`config.mk`:
```
export PLATFORM = sky130hd
export DESIGN_NAME = ffha_controller
export DESIGN_NICKNAME = d
export VERILOG_FILES = /design/src/ffha_pkg.sv /design/src/ffha_controller.sv
export SDC_FILE = /design/constraint.sdc
export NUM_CORES = 1
export LEC_CHECK = 0
export ABC_AREA = 1
export BUFFER_PORTS_ARGS = -buffer_cell sky130_fd_sc_hd__buf_4
export CAP_MARGIN = 20
export CORE_AREA = 2 2 39 41
export CTS_BUF_LIST = sky130_fd_sc_hd__clkbuf_4
export CTS_CLUSTER_DIAMETER = 60
export DETAILED_ROUTE_END_ITERATION = 8
export DIE_AREA = 0 0 41 43
export GPL_ROUTABILITY_DRIVEN = 1
export GPL_TIMING_DRIVEN = 1
export SETUP_SLACK_MARGIN = 0.15
export SYNTH_ARGS = -nofsm -noshare
export SYNTH_HDL_FRONTEND = slang
export SYNTH_SLANG_ARGS = --single-unit
```
`constraint.sdc`:
```
create_clock -name clk -period 1.5 [get_ports clk]
set_clock_uncertainty 0.2 [all_clocks]
set_input_delay 0.15 -clock clk [delete_from_list [all_inputs] [get_ports clk]]
set_output_delay 0.15 -clock clk [all_outputs]
set_load 0.01 [all_outputs]
```
`src/ffha_pkg.sv`:
```
`timescale 1ns / 1ps
// ----------------------------------------------------------------------------
// ffha_pkg
// Shared constants, codes and types of the first-fit heap allocator.
// ----------------------------------------------------------------------------
package ffha_pkg;

    localparam int HEAP_BYTES   = 65536;
    localparam int HEADER_BYTES = 12;
    localparam int STORE_DEPTH  = (HEAP_BYTES + 3) / 4;
    localparam int IDX_W        = $clog2(STORE_DEPTH);
    localparam int OFF_W        = $clog2(HEAP_BYTES + 1);
    localparam int WORD_W       = OFF_W - 2;
    localparam int FIELD_W      = 16;
    localparam int LIMIT_W      = 17;
    localparam int STATUS_W     = 2;
    localparam int REQ_W        = FIELD_W + 1;
    localparam int SUM_W        = ((OFF_W > REQ_W) ? OFF_W : REQ_W) + 2;
    localparam int ENTRY_W      = WORD_W + 1;
    localparam int APB_ADDR_W   = 3;
    localparam int APB_DATA_W   = 32;

    localparam logic [LIMIT_W-1:0]  LIMIT_RESET = LIMIT_W'(65536);
    localparam logic [0:0]          REG_HEAP_LIMIT = 1'b0;

    localparam logic [STATUS_W-1:0] STATUS_OK   = 2'd0;
    localparam logic [STATUS_W-1:0] STATUS_FULL = 2'd1;
    localparam logic [STATUS_W-1:0] STATUS_NULL = 2'd2;

    typedef enum logic [0:0] {
        OP_ALLOC = 1'b0,
        OP_FREE  = 1'b1
    } op_code_t;

    typedef enum logic [2:0] {
        S_IDLE,
        S_DECODE,
        S_WALK,
        S_FREE_HEAD,
        S_FREE_NEXT
    } state_t;

    // One datapath action per cycle, chosen by the controller.
    typedef enum logic [3:0] {
        DP_NONE,
        DP_LOAD,
        DP_READ_FIRST,
        DP_READ_NEXT,
        DP_READ_BLOCK,
        DP_FREE_LOOK,
        DP_GRANT,
        DP_APPEND,
        DP_OUT_FULL,
        DP_OUT_NULL,
        DP_OUT_OK,
        DP_FREE_SOLO,
        DP_FREE_MERGE
    } dp_op_t;

    typedef struct packed {
        logic is_free;
        logic req_zero;
        logic addr_null;
        logic addr_outside;
        logic heap_empty;
        logic hit;
        logic walk_end;
        logic fits;
        logic merge_ok;
    } dp_status_t;

endpackage

```
`src/ffha_controller.sv`:
```
`timescale 1ns / 1ps
// ----------------------------------------------------------------------------
// ffha_controller
// Sequencer for allocate walks and free merges.
// ----------------------------------------------------------------------------
module ffha_controller (
    input  logic                 clk,
    input  logic                 rst_n,
    input  logic                 start,
    output logic                 busy,
    input  ffha_pkg::dp_status_t stat,
    output ffha_pkg::dp_op_t     op
);
    import ffha_pkg::*;

    state_t state_reg;
    state_t state_next;

    always_ff @(posedge clk or negedge rst_n)
    begin
        if (!rst_n)
        begin
            state_reg <= S_IDLE;
        end
        else
        begin
            state_reg <= state_next;
        end
    end

    always_comb
    begin
        state_next = state_reg;
        case (state_reg)
            S_IDLE:
            begin
                if (start)
                begin
                    state_next = S_DECODE;
                end
            end
            S_DECODE:
            begin
                if (stat.is_free)
                begin
                    state_next = (stat.addr_null || stat.addr_outside) ? S_IDLE : S_FREE_HEAD;
                end
                else
                begin
                    state_next = (stat.req_zero || stat.heap_empty) ? S_IDLE : S_WALK;
                end
            end
            S_WALK:
            begin
                if (stat.hit || stat.walk_end)
                begin
                    state_next = S_IDLE;
                end
            end
            S_FREE_HEAD: state_next = S_FREE_NEXT;
            S_FREE_NEXT: state_next = S_IDLE;
            default:     state_next = S_IDLE;
        endcase
    end

    always_comb
    begin
        op   = DP_NONE;
        busy = (state_reg != S_IDLE);
        case (state_reg)
            S_IDLE:
            begin
                op = start ? DP_LOAD : DP_NONE;
            end
            S_DECODE:
            begin
                if (stat.is_free)
                begin
                    if (stat.addr_null)
                    begin
                        op = DP_OUT_NULL;
                    end
                    else if (stat.addr_outside)
                    begin
                        op = DP_OUT_OK;
                    end
                    else
                    begin
                        op = DP_READ_BLOCK;
                    end
                end
                else if (stat.req_zero)
                begin
                    op = DP_OUT_NULL;
                end
                else if (stat.heap_empty)
                begin
                    op = DP_APPEND;
                end
                else
                begin
                    op = DP_READ_FIRST;
                end
            end
            S_WALK:
            begin
                if (stat.hit)
                begin
                    op = DP_GRANT;
                end
                else if (stat.walk_end)
                begin
                    op = DP_APPEND;
                end
                else
                begin
                    op = DP_READ_NEXT;
                end
            end
            S_FREE_HEAD: op = DP_FREE_LOOK;
            S_FREE_NEXT: op = stat.merge_ok ? DP_FREE_MERGE : DP_FREE_SOLO;
            default:     op = DP_NONE;
        endcase
    end

endmodule

```
==> reports/results.tsv <==
metric	value	unit
synth top area cells	dfrtp_1 22%, nand2_1 19%, inv_1 12%	
setup ws final	-0.104	ns
Reg clk slew, reported paths	0.04	ns
first-pass GRT wire length	1380	um
hold slack	0.0157	ns
fin crit share	107	%
TritonCTS clock tree	done	
largest area contributor in the netlist	dfrtp_1	
Clock Sinks	3	
commonest register cell after synthesis	dfrtp_1	
Post-synth ARST share	100	%
placed cells	91	
fraction of layout cells with a size suffix above 1	50.0	%
M1 wire length	393	um
Slew Viols, Final	0	
type of destination of the critical path	primary output	
Tightest Hold Check Type	in -> reg	
final setup fails	5	
vias post-DR	437	
syn_nets	72	
list of most frequent post-synthesis cells	17 x nand2_1, 11 x inv_1, 8 x nand3_1	
total gr overflow	0	
Syn. warnings	0	
all-layer global routing usage	11.5	%
Die Area	0.00176	mm2
H-tree depth	1	
number of flip-flops in the largest register	3	
most numerous cell in the Yosys netlist	nand2_1	
Yosys reg bits	3	
Layout Utilization	44.1	%
Root Buffer	clkbuf_4	
maximum clock frequency	623	MHz
worst slew pin tran	0.426	ns
Final Hold Viols	0	
minimum clock period	1.60	ns
unrepaired setup endpoints after global routing	yes	
VDD IR max	512	uV
status	finished, violations left	
Routed met3 length	54	um
DR vias/cell	4.28	
Die Height	43	um
Post-Syn Instances	60	
ANT cells	0	
clk_lat worst skew	0.24	ns
CP Data Required Time	1.15	ns
vias in the first global route	374	
Pre-antenna DRT Iters	2	
number of top-level pins	17	
wire length per cell	9.25	um
initial DRC count	3	
CTS Buffer Depth	2	
Initial Utilization	24.6	%
Synth cell types	15	
Std-Cell Rows	14	
die width	41	um
Detailed Route WL	944	um
core area	0.00138	mm2
mean post-synth cell area	5.67	um2
Final Instance Count excl. Fillers	102	
drt drc	0	
sequential area share after synthesis	22.1	%
MaxCap Viol Count	0	
TritonCTS buffer count	3	
DRT antenna net count	0	
met2 WL	496	um
Area Overhead vs Synth	79.4	%
Worst Setup Path Type	reg -> out	
largest net degree at the start of global routing	7	
FILL cells	155	
Leakage Power	0.353	nW
EDFF count, synth	0	
Final GP Congestion	0.698	
Synth top area share	22.1	%
max_slew headroom	71.3	%
CP Launch Type	flop	
power per cell area	1650	mW/mm2
mapped cell area	340	um2
worst endpoint data arrival time	1.25	ns
Placement Setup Slack	0.0633	ns
IO buf count	15	
DP HPWL	663	um
Nets	99	
initial antenna violation count	0	
Top Metal Used	met3	
worst-path maximum fanout	5	
failing checks	negative setup slack	
[path summary, 6_finish.rpt]
kind / startpoint / endpoint / slack [ns] / cells past startpoint
setup / recovery: state_reg[0]$_DFFE_PN0P_ / op[2] / -0.10 / 4
hold reg to reg: state_reg[2]$_DFFE_PN0P_ / state_reg[1]$_DFFE_PN0P_ / 0.46 / 3
min in group asynchronous: rst_n / state_reg[0]$_DFFE_PN0P_ / 0.03 / 2
setup reg to reg: state_reg[1]$_DFFE_PN0P_ / state_reg[0]$_DFFE_PN0P_ / 0.15 / 6
hold / removal: stat[2] / state_reg[1]$_DFFE_PN0P_ / 0.02 / 4
max in group asynchronous: rst_n / state_reg[2]$_DFFE_PN0P_ / 0.96 / 2
[critical path, stage by stage, from the launching register on]
cell     delay (ns)
dfrtp_2        0.46
nor3_2         0.23
o21ai_0        0.14
nand3_2        0.10
buf_6          0.10
[repair_timing]
item / CTS / global route
hold buffers: 1 / 0
pin swaps: 7 / 4
resized for setup: 12 / 4
endpoints found under the hold margin: 3 / 0
setup endpoints to repair: 5 / 6
setup buffers: 5 / 1
[cell type report]
cell class	instances	area [um2]	share of cell area, %
tap	16	20.0	3.28
clock buffer	4	30.0	4.92
sequential	3	77.6	12.7
multi-input combinational	44	251	41.2
inverter	13	48.8	7.99
timing repair buffer	22	183	29.9
[placed cells by master (no fill, tap or decap)]
cell type       n
o21ai_0         4
dlygate4sd3_1   1
clkbuf_4        4
nand3_2         4
nor2_4          3
nor3_2          1
buf_4          17
nand2_4         1
dfrtp_1         1
o21bai_1        1
nor2_1          5
nor2_2          1
o21ai_2         1
nand2_1        17
nor3_1          1
buf_6           4
inv_1           9
nand2_2         1
nand3_1         4
inv_2           4
dfrtp_2         2
[per-stage QoR]
step | total power [mW] | area (um2) | TNS, ns
floorplan | 0.453 | 340 | 0
global placement | 0.637 | 473 | 0
detailed placement | 0.641 | 473 | 0
CTS | 0.963 | 593 | -0.474
global route | 1.07 | 611 | -0.722
finish | 1.01 | 611 | -0.410
[where the power goes]
part / total (mW) / internal (mW) / switching (mW)
logic: 0.679 / 0.354 / 0.325
registers: 0.168 / 0.112 / 0.0562
clock network: 0.162 / 0.118 / 0.0446
[routing by layer]
layer  track usage, %  vias to the layer above
li1                 -                      237
met1             12.9                      189
met2             19.7                       11
met3                0                        0
met4             8.00                        0
met5                0                        -
[cells by family after synthesis]
| kind of cell | Yosys count | share of synthesized area [%] |
|---|---|---|
| buffers and inverters | 13 | 14.3 |
| flip-flops | 3 | 22.1 |
| AND/OR/NAND/NOR | 38 | 52.9 |
| AO/OA/AOI/OAI | 6 | 10.7 |
Note: power is estimated with default switching activity, not from simulation.
